==> src/rtl/mmce_pkg.sv <==
// Shared types, constants and the CRC byte-step function for the
// multi-mode checksum engine. No dependencies.
`timescale 1ns / 1ps
`default_nettype none

package mmce_pkg;

   localparam logic [15:0] DEFAULT_POLY = 16'd33800;
   localparam logic [15:0] CRC_INIT     = 16'hFFFF;
   localparam logic [15:0] SUM_ALL_ONES = 16'hFFFF;

   localparam logic [1:0] MODE_CRC16    = 2'd0;
   localparam logic [1:0] MODE_WORD_SUM = 2'd1;
   localparam logic [1:0] MODE_BYTE_SUM = 2'd2;

   localparam int          CSR_ADDR_W = 3;
   localparam logic        REG_MODE   = 1'b0;
   localparam logic        REG_POLY   = 1'b1;

   typedef struct packed {
      logic [1:0]  mode;
      logic [15:0] poly;
   } cfg_type;

   typedef struct packed {
      logic        valid;
      logic [31:0] checksum;
   } result_type;

   // One byte of a reflected CRC-16, bit at a time.
   function automatic logic [15:0] crc_byte(input logic [15:0] crc_prev,
                                            input logic [7:0]  data,
                                            input logic [15:0] poly);
      logic [15:0] c;
      c = crc_prev ^ {8'd0, data};
      for (int k = 0; k < 8; k++) begin
         if (c[0]) begin
            c = (c >> 1) ^ poly;
         end else begin
            c = c >> 1;
         end
      end
      return c;
   endfunction

endpackage

`default_nettype wire

==> src/rtl/mmce_csr.sv <==
// Configuration registers behind the APB-style port.
// Depends on mmce_pkg.
`timescale 1ns / 1ps
`default_nettype none

module mmce_csr (
   input  wire logic                             clock,
   input  wire logic                             reset,
   input  wire logic                             csr_psel,
   input  wire logic                             csr_penable,
   input  wire logic                             csr_pwrite,
   input  wire logic [mmce_pkg::CSR_ADDR_W-1:0]  csr_paddr,
   input  wire logic [31:0]                      csr_pwdata,
   output logic      [31:0]                      csr_prdata,
   output logic                                  csr_pready,
   output mmce_pkg::cfg_type                     cfg
);
   import mmce_pkg::*;

   logic [1:0]  mode_ff, mode_in;
   logic [15:0] poly_ff, poly_in;
   logic        wr_en;
   logic        reg_sel;

   assign csr_pready = 1'b1;
   assign wr_en      = csr_psel & csr_penable & csr_pwrite & csr_pready;
   assign reg_sel    = csr_paddr[2];

   always_comb begin
      mode_in = mode_ff;
      poly_in = poly_ff;
      if (wr_en) begin
         case (reg_sel)
            REG_MODE: mode_in = csr_pwdata[1:0];
            REG_POLY: poly_in = csr_pwdata[15:0];
            default: ;
         endcase
      end
   end

   always_ff @(posedge clock) begin
      if (reset) begin
         mode_ff <= MODE_CRC16;
         poly_ff <= 16'd0;
      end else begin
         mode_ff <= mode_in;
         poly_ff <= poly_in;
      end
   end

   always_comb begin
      case (reg_sel)
         REG_MODE: csr_prdata = {30'd0, mode_ff};
         REG_POLY: csr_prdata = {16'd0, poly_ff};
         default:  csr_prdata = 32'd0;
      endcase
   end

   assign cfg.mode = mode_ff;
   assign cfg.poly = poly_ff;

endmodule

`default_nettype wire

==> src/rtl/mmce_accum.sv <==
// Running accumulators (CRC-16, word sums, byte sum) and final result select.
// Depends on mmce_pkg.
`timescale 1ns / 1ps
`default_nettype none

module mmce_accum (
   input  wire logic              clock,
   input  wire logic              reset,
   input  wire logic              item_accept,
   input  wire logic [7:0]        data_byte,
   input  wire logic              last_byte,
   input  mmce_pkg::cfg_type      cfg,
   output mmce_pkg::result_type   result
);
   import mmce_pkg::*;

   logic [15:0] crc_ff, crc_in;
   logic [15:0] wsum_ff, wsum_in;
   logic [15:0] isum_ff, isum_in;
   logic [31:0] btot_ff, btot_in;
   logic [7:0]  held_ff, held_in;
   logic        odd_ff, odd_in;

   logic [15:0] poly;
   logic [15:0] crc_nx, wsum_nx, isum_nx, word, hi, lo;
   logic [31:0] btot_nx;

   assign poly    = (cfg.poly == 16'd0) ? DEFAULT_POLY : cfg.poly;
   assign crc_nx  = crc_byte(crc_ff, data_byte, poly);
   assign btot_nx = btot_ff + {24'd0, data_byte};
   assign word    = {held_ff, data_byte};
   assign wsum_nx = odd_ff ? wsum_ff + word : wsum_ff;
   assign isum_nx = odd_ff ? isum_ff + ~word : isum_ff;
   assign hi      = (wsum_nx == SUM_ALL_ONES) ? 16'd0 : wsum_nx;
   assign lo      = (isum_nx == SUM_ALL_ONES) ? 16'd0 : isum_nx;

   always_comb begin
      case (cfg.mode)
         MODE_CRC16:    result.checksum = {16'd0, ~crc_nx};
         MODE_WORD_SUM: result.checksum = {hi, lo};
         MODE_BYTE_SUM: result.checksum = btot_nx;
         default:       result.checksum = 32'd0;
      endcase
   end
   assign result.valid = item_accept & last_byte;

   always_comb begin
      crc_in  = crc_ff;
      wsum_in = wsum_ff;
      isum_in = isum_ff;
      btot_in = btot_ff;
      held_in = held_ff;
      odd_in  = odd_ff;
      if (item_accept) begin
         if (last_byte) begin
            crc_in  = CRC_INIT;
            wsum_in = 16'd0;
            isum_in = 16'd0;
            btot_in = 32'd0;
            held_in = 8'd0;
            odd_in  = 1'b0;
         end else begin
            crc_in  = crc_nx;
            wsum_in = wsum_nx;
            isum_in = isum_nx;
            btot_in = btot_nx;
            held_in = odd_ff ? held_ff : data_byte;
            odd_in  = ~odd_ff;
         end
      end
   end

   always_ff @(posedge clock) begin
      if (reset) begin
         crc_ff  <= CRC_INIT;
         wsum_ff <= 16'd0;
         isum_ff <= 16'd0;
         btot_ff <= 32'd0;
         held_ff <= 8'd0;
         odd_ff  <= 1'b0;
      end else begin
         crc_ff  <= crc_in;
         wsum_ff <= wsum_in;
         isum_ff <= isum_in;
         btot_ff <= btot_in;
         held_ff <= held_in;
         odd_ff  <= odd_in;
      end
   end

endmodule

`default_nettype wire

==> src/rtl/mmce_out.sv <==
// Result register on the output stream; gives upstream ready.
// Depends on mmce_pkg.
`timescale 1ns / 1ps
`default_nettype none

module mmce_out (
   input  wire logic              clock,
   input  wire logic              reset,
   input  mmce_pkg::result_type   result,
   output logic                   take_ready,
   output logic                   rsp_tvalid,
   input  wire logic              rsp_tready,
   output logic [31:0]            rsp_tdata
);
   import mmce_pkg::*;

   logic        valid_ff, valid_in;
   logic [31:0] data_ff, data_in;

   assign take_ready = ~valid_ff | rsp_tready;

   always_comb begin
      valid_in = valid_ff;
      data_in  = data_ff;
      if (take_ready) begin
         valid_in = result.valid;
         if (result.valid) begin
            data_in = result.checksum;
         end
      end
   end

   always_ff @(posedge clock) begin
      if (reset) begin
         valid_ff <= 1'b0;
      end else begin
         valid_ff <= valid_in;
      end
   end

   always_ff @(posedge clock) begin
      data_ff <= data_in;
   end

   assign rsp_tvalid = valid_ff;
   assign rsp_tdata  = data_ff;

endmodule

`default_nettype wire

==> src/rtl/multi_mode_checksum_engine_top.sv <==
// Top level of the multi-mode checksum engine: CSR block, accumulators, result register.
// Depends on mmce_pkg, mmce_csr, mmce_accum, mmce_out.
//
// Takes one message byte per cycle (one item per clock when rsp_tready is high);
// the checksum for a message appears on rsp_* in the cycle after the byte with
// req_tlast is accepted. The single result register sets the rate: req_tready
// drops only while a finished checksum waits in it and rsp_tready is low.
// Mode 0 gives the inverted reflected CRC-16 (zero-extended), mode 1 the
// word sum (high half) and sum of inverted words (low half), mode 2 the byte sum,
// mode 3 zero. Write configuration only while no message is in progress.
`timescale 1ns / 1ps
`default_nettype none

module multi_mode_checksum_engine_top (
   input  wire logic                             clock,
   input  wire logic                             reset,
   input  wire logic                             req_tvalid,
   output logic                                  req_tready,
   input  wire logic [7:0]                       req_tdata,   // [7:0] data_byte
   input  wire logic                             req_tlast,
   output logic                                  rsp_tvalid,
   input  wire logic                             rsp_tready,
   output logic      [31:0]                      rsp_tdata,   // [31:0] checksum
   input  wire logic                             csr_psel,
   input  wire logic                             csr_penable,
   input  wire logic                             csr_pwrite,
   input  wire logic [mmce_pkg::CSR_ADDR_W-1:0]  csr_paddr,
   input  wire logic [31:0]                      csr_pwdata,
   output logic      [31:0]                      csr_prdata,
   output logic                                  csr_pready
);
   import mmce_pkg::*;

   cfg_type    cfg;
   result_type result;
   logic       item_accept;

   assign item_accept = req_tvalid & req_tready;

   mmce_csr u_csr (
      .clock       (clock),
      .reset       (reset),
      .csr_psel    (csr_psel),
      .csr_penable (csr_penable),
      .csr_pwrite  (csr_pwrite),
      .csr_paddr   (csr_paddr),
      .csr_pwdata  (csr_pwdata),
      .csr_prdata  (csr_prdata),
      .csr_pready  (csr_pready),
      .cfg         (cfg)
   );

   mmce_accum u_accum (
      .clock       (clock),
      .reset       (reset),
      .item_accept (item_accept),
      .data_byte   (req_tdata),
      .last_byte   (req_tlast),
      .cfg         (cfg),
      .result      (result)
   );

   mmce_out u_out (
      .clock      (clock),
      .reset      (reset),
      .result     (result),
      .take_ready (req_tready),
      .rsp_tvalid (rsp_tvalid),
      .rsp_tready (rsp_tready),
      .rsp_tdata  (rsp_tdata)
   );

endmodule

`default_nettype wire

==> config.mk <==
export PLATFORM = sky130hd
export DESIGN_NAME = multi_mode_checksum_engine_top
export DESIGN_NICKNAME = d
export VERILOG_FILES = /design/src/rtl/mmce_pkg.sv /design/src/rtl/mmce_csr.sv /design/src/rtl/mmce_accum.sv /design/src/rtl/mmce_out.sv /design/src/rtl/multi_mode_checksum_engine_top.sv
export SDC_FILE = /design/constraint.sdc
export NUM_CORES = 1
export LEC_CHECK = 0
export ABC_AREA = 1
export ABC_CLOCK_PERIOD_IN_PS = 4740
export BUFFER_PORTS_ARGS = -buffer_cell sky130_fd_sc_hd__buf_2
export CAP_MARGIN = 25
export CORE_MARGIN = 2
export CORE_UTILIZATION = 60
export DETAILED_ROUTE_END_ITERATION = 10
export PLACE_DENSITY = 0.8
export SYNTH_ARGS = -nofsm -noshare
export SYNTH_HDL_FRONTEND = slang
export SYNTH_HIERARCHICAL = 1
export SYNTH_SLANG_ARGS = --single-unit
==> constraint.sdc <==
create_clock -name clock -period 4.74 [get_ports clock]
set_input_delay 0.474 -clock clock [delete_from_list [all_inputs] [get_ports clock]]
set_output_delay 0.474 -clock clock [all_outputs]
set_load 0.03 [all_outputs]
==> impl.org <==
** Drt
- After detailed routing, the number of remaining DRC violations is 6.
- Routed vias/inst :: 5.488
- Initial DRC Count :: 1084
- In this run the remaining antenna-violating nets after routing total 0.
- After detailed routing, the total wire length is 30.40 mm.
- In the final routed layout, each cell accounts on average for 14.59 um.
- The routed layout has 11440 vias.
- For this run, the detailed router's first-pass iteration total came to 9.

** Status
- Outcome :: finished, violations left
- Violated checks :: DRC

** Timing
- Timing would allow up to 237.4 MHz.
- Max-slew violation total from the final report :: 0
- Number of setup violations in the final report :: 0
- Clk_skew :: 9.250 ps
- In the finished design, the share of the clock period the worst path needs comes to 0.8887.
- For the pin with the worst max-slew slack, the measured transition is 879.9 ps.
- Counting I/O delays and the setup requirement, the final critical path takes 4212 ps.
- Setup repair after global routing left no endpoint under its margin.
- For the final routed database, the setup TNS stands at 0 ps.
- Remaining max-slew budget at the tightest pin :: 0.4134
- Hold violation total from the final report :: 0

** Global routing
- For this run the aggregate overflow at the end of global routing stands at 0.
- Wire length of the first global-routing pass :: 49.13 mm
- Entering global routing, the biggest net connects 77 pins.
- The initial antenna violation count came to 0.
- Number of global-route vias before repair :: 10220
- Combined global-route utilization of all metal layers :: 0.3100

** Cells and area
- Register area :: 3123 um2
- Final std cell area, no fill :: 12210 um2
- Number of fillers in the final layout :: 1667
- Multi-input logic area :: 6706 um2
- Antenna diode count :: 0
- Of the cells placed in the final design, the portion with a size suffix greater than 1 is 0.1078.
- The area growth from synthesis to layout is 9.749%.
- Post-layout net count :: 1934

** Die
- Chip Height :: 140.2 um
- The floorplan step set the die width to 140.2 um.
- The die covers 19650 um2.
- I/O pins :: 118
- Number of placement rows :: 49
- For this configuration, the core starts out at a cell density of 0.6152.
- The region available for standard cell placement spans 18090 um2.

** Clock network
- Sink count of the clock tree :: 140
- TritonCTS created 17 clock buffers.
- Post-CTS setup buffer count :: 0
- The clock passes through at most 2 buffers.
- Worst skew pair latency :: 430 ps
- Post-CTS repair changed the size of 0 cells.
- Clock Pin Slew Worst Setup and Hold Paths :: 60 ps
- Clock tree from TritonCTS :: done
- After clock tree synthesis, the flow added hold-fix buffers numbering 0.
- In this run the clock root is driven by a clkbuf_16.
- The H-tree generated during clock tree synthesis spans 4 levels.

** Placed design
- Port buffering added 82 buffers.
- The placed instances occupy a cell area of 11640 um2.
- Routability Congestion :: 0.9229
- The wire-length estimate of the detail-placed layout is 21.95 mm.

** Synthesis
- Leading area contributor after synthesis :: nand2_1
- Of the total synthesized cell area, the portion taken by full adders, half adders and majority gates is 0.04813.
- Of the total synthesized cell area, the portion taken by XOR and XNOR cells is 0.07467.
- In the post-synthesis netlist, the biggest area contributors are nand2_1 (20%), dfxtp_1 (19%), edfxtp_1 (8.6%), nand3_1 (8.1%), inv_1 (7.4%).
- YS warnings :: 6
- Area share of and/or/nand/nor cells after synthesis :: 0.3702
- Count of flip-flops with a built-in enable after synthesis :: 32
- Each instance of the synthesized netlist takes up on average 6.220 um2.
- Of the synthesized area, sequential elements account for 0.2807.
- Synthesized-area fraction occupied by ao, oa, aoi and oai cells :: 0.1023
- Asr flop ratio synth :: 0
- After synthesis, the share of cell area in mux cells is 0.
- By area, the combinational part of the netlist is dominated by simple AND/OR/NAND/NOR gates.
- Of the post-synthesis cell area, the dominant cell type holds 0.2011.
- Among all flip-flop cells after synthesis, the most frequent one is dfxtp_1.
- Counting flops and latches in the post-synthesis netlist gives 140.
- After synthesis the cells add up to 11130 um2.
- Synthesis produced a netlist whose cell count is 1789.
- Count of cell types in the netlist :: 45

** Pwr
- IR analysis of the VDD net gives a maximum drop of 0.0002400 V.
- Static Leak :: 5.868 nW
- Power per Cell Area :: 318.2 nW/um2

** Min path
- Path category of the worst min-delay check :: in -> reg
- In this run the most critical hold path is launched from rsp_tready.

** Critical path
- Data on the critical path is required at its endpoint by 4920 ps.
- Worst flop-to-flop path startpoint :: u_csr/poly_ff[0]
- WS Path Type :: reg -> reg
- In this run the worst path has a maximum fanout of 32.
- STA classifies the critical path endpoint as a flop.
- Data on the critical path arrives at its endpoint at 4390 ps.
- The critical path starts at u_csr/poly_ff[0].
- Startpoint types :: flop

** Run
- The tool flagged a number of max-cap violations equal to 0.
## worst max-delay path, stage by stage, from the launching register on
cell     delay (ps)
dfxtp_1         350
buf_4           260
nand3_1         140
nand2_2         120
nand2_4         120
inv_2           230
nand3_1         120
nand2_2         120
nand3_1         120
nand2_2         190
nand2_2          90
inv_2            60
nand2_2          70
nand2_4         230
nand3_4         190
nand2_4         210
nor2_4           40
nand2_2         220
nand3_2         130
inv_2            60
nand2_1          50
nand2_2         410
nand2_1         110
nand2_1         100
nand2_1          90
nand2_1          80
nand2_1          40
## flip-flops by register name (all words and copies together), names as in the netlist
register / cells
u_out/rsp_tdata: 32
u_accum/btot_ff: 32
u_accum/isum_ff: 16
u_out/rsp_tvalid: 1
u_accum/wsum_ff: 16
u_accum/odd_ff: 1
u_csr/poly_ff: 16
u_csr/mode_ff: 2
u_accum/crc_ff: 16
u_accum/held_ff: 8
## area by class of cell
type	count	area share
Inverter	232	0.07152
Clock inverter	13	0.01158
Timing Repair Buffer	112	0.05307
Tap cell	229	0.02346
Multi-Input combinational cell	1339	0.5492
Clock buffer	19	0.03545
Sequential cell	140	0.2557
## synthesized netlist by cell type (all sizes together) (4+ instances only)
library cell	count
ha	38
nor2	131
xor2	55
o21bai	6
xnor2	39
nand3	186
a31oi	4
clkbuf	44
o21ai	62
inv	232
buf	49
edfxtp	32
a21oi	119
or2	14
nand2	613
o22ai	12
nor3	13
dfxtp	108
nand4	10
## power breakdown
group / switching [W] / internal, W
Sequential: 0.0000371 / 0.00130
Combinational: 0.000860 / 0.000385
Clock: 0.000530 / 0.000777
## cell usage in the layout, fill, tap and decap left out, drive strengths merged, types with 4 or more instances in the layout
cell and instances:
edfxtp 32, nand2 613, nor3 13, dfxtp 108, nor2 131, clkinv 6, ha 38, conb 17
nand4 10, xor2 55, o22ai 12, or2 14, xnor2 39, a31oi 4, o21ai 62, nand3 186
a21oi 119, clkbuf 19, buf 112, inv 235, o21bai 6
## path summary, 6_finish.rpt
path | slack, ps | depth (start not counted) | end
worst min register to register | 470 | 2 | u_accum/btot_ff[5]
worst min-delay path | 350 | 4 | u_out/rsp_tvalid
worst max register to register | 530 | 26 | u_out/rsp_tdata[10]
worst max-delay path | 530 | 26 | u_out/rsp_tdata[10]
## stage by stage
step	hold slack [ps]	instances	worst slack (ps)	power, W	util
floorplan	445.3	1804	1668	0.002343	-
global placement	452.7	2051	460.7	0.002543	0.6423
detailed placement	465.4	2052	375.5	0.002575	0.6434
CTS	335.3	2084	603.3	0.003881	0.6752
global route	373.3	2084	143.0	0.004104	0.6752
finish	346.1	2084	527.6	0.003886	0.6752
## layer usage
metal / GRT usage / part of all wire / vias to the layer above
li1: - / - / 5724
met1: 0.4342 / 0.45 / 5215
met2: 0.4861 / 0.45 / 438
met3: 0.05197 / 0.072 / 61
met4: 0.1079 / 0.025 / 0
met5: 0 / 0 / -
## cells by family (layout without fill, tap and decap cells)
| logic type | Yosys count | after routing |
|---|---|---|
| AOI/OAI and AO/OA | 214 | 214 |
| xor gates and xnor gates | 94 | 94 |
| adders and majority gates | 41 | 41 |
| buffers and inverters | 325 | 376 |
| DFF | 140 | 140 |
| other | 2 | 17 |
| and+or+nand+nor | 973 | 973 |
(Power assumes the default switching activity.)
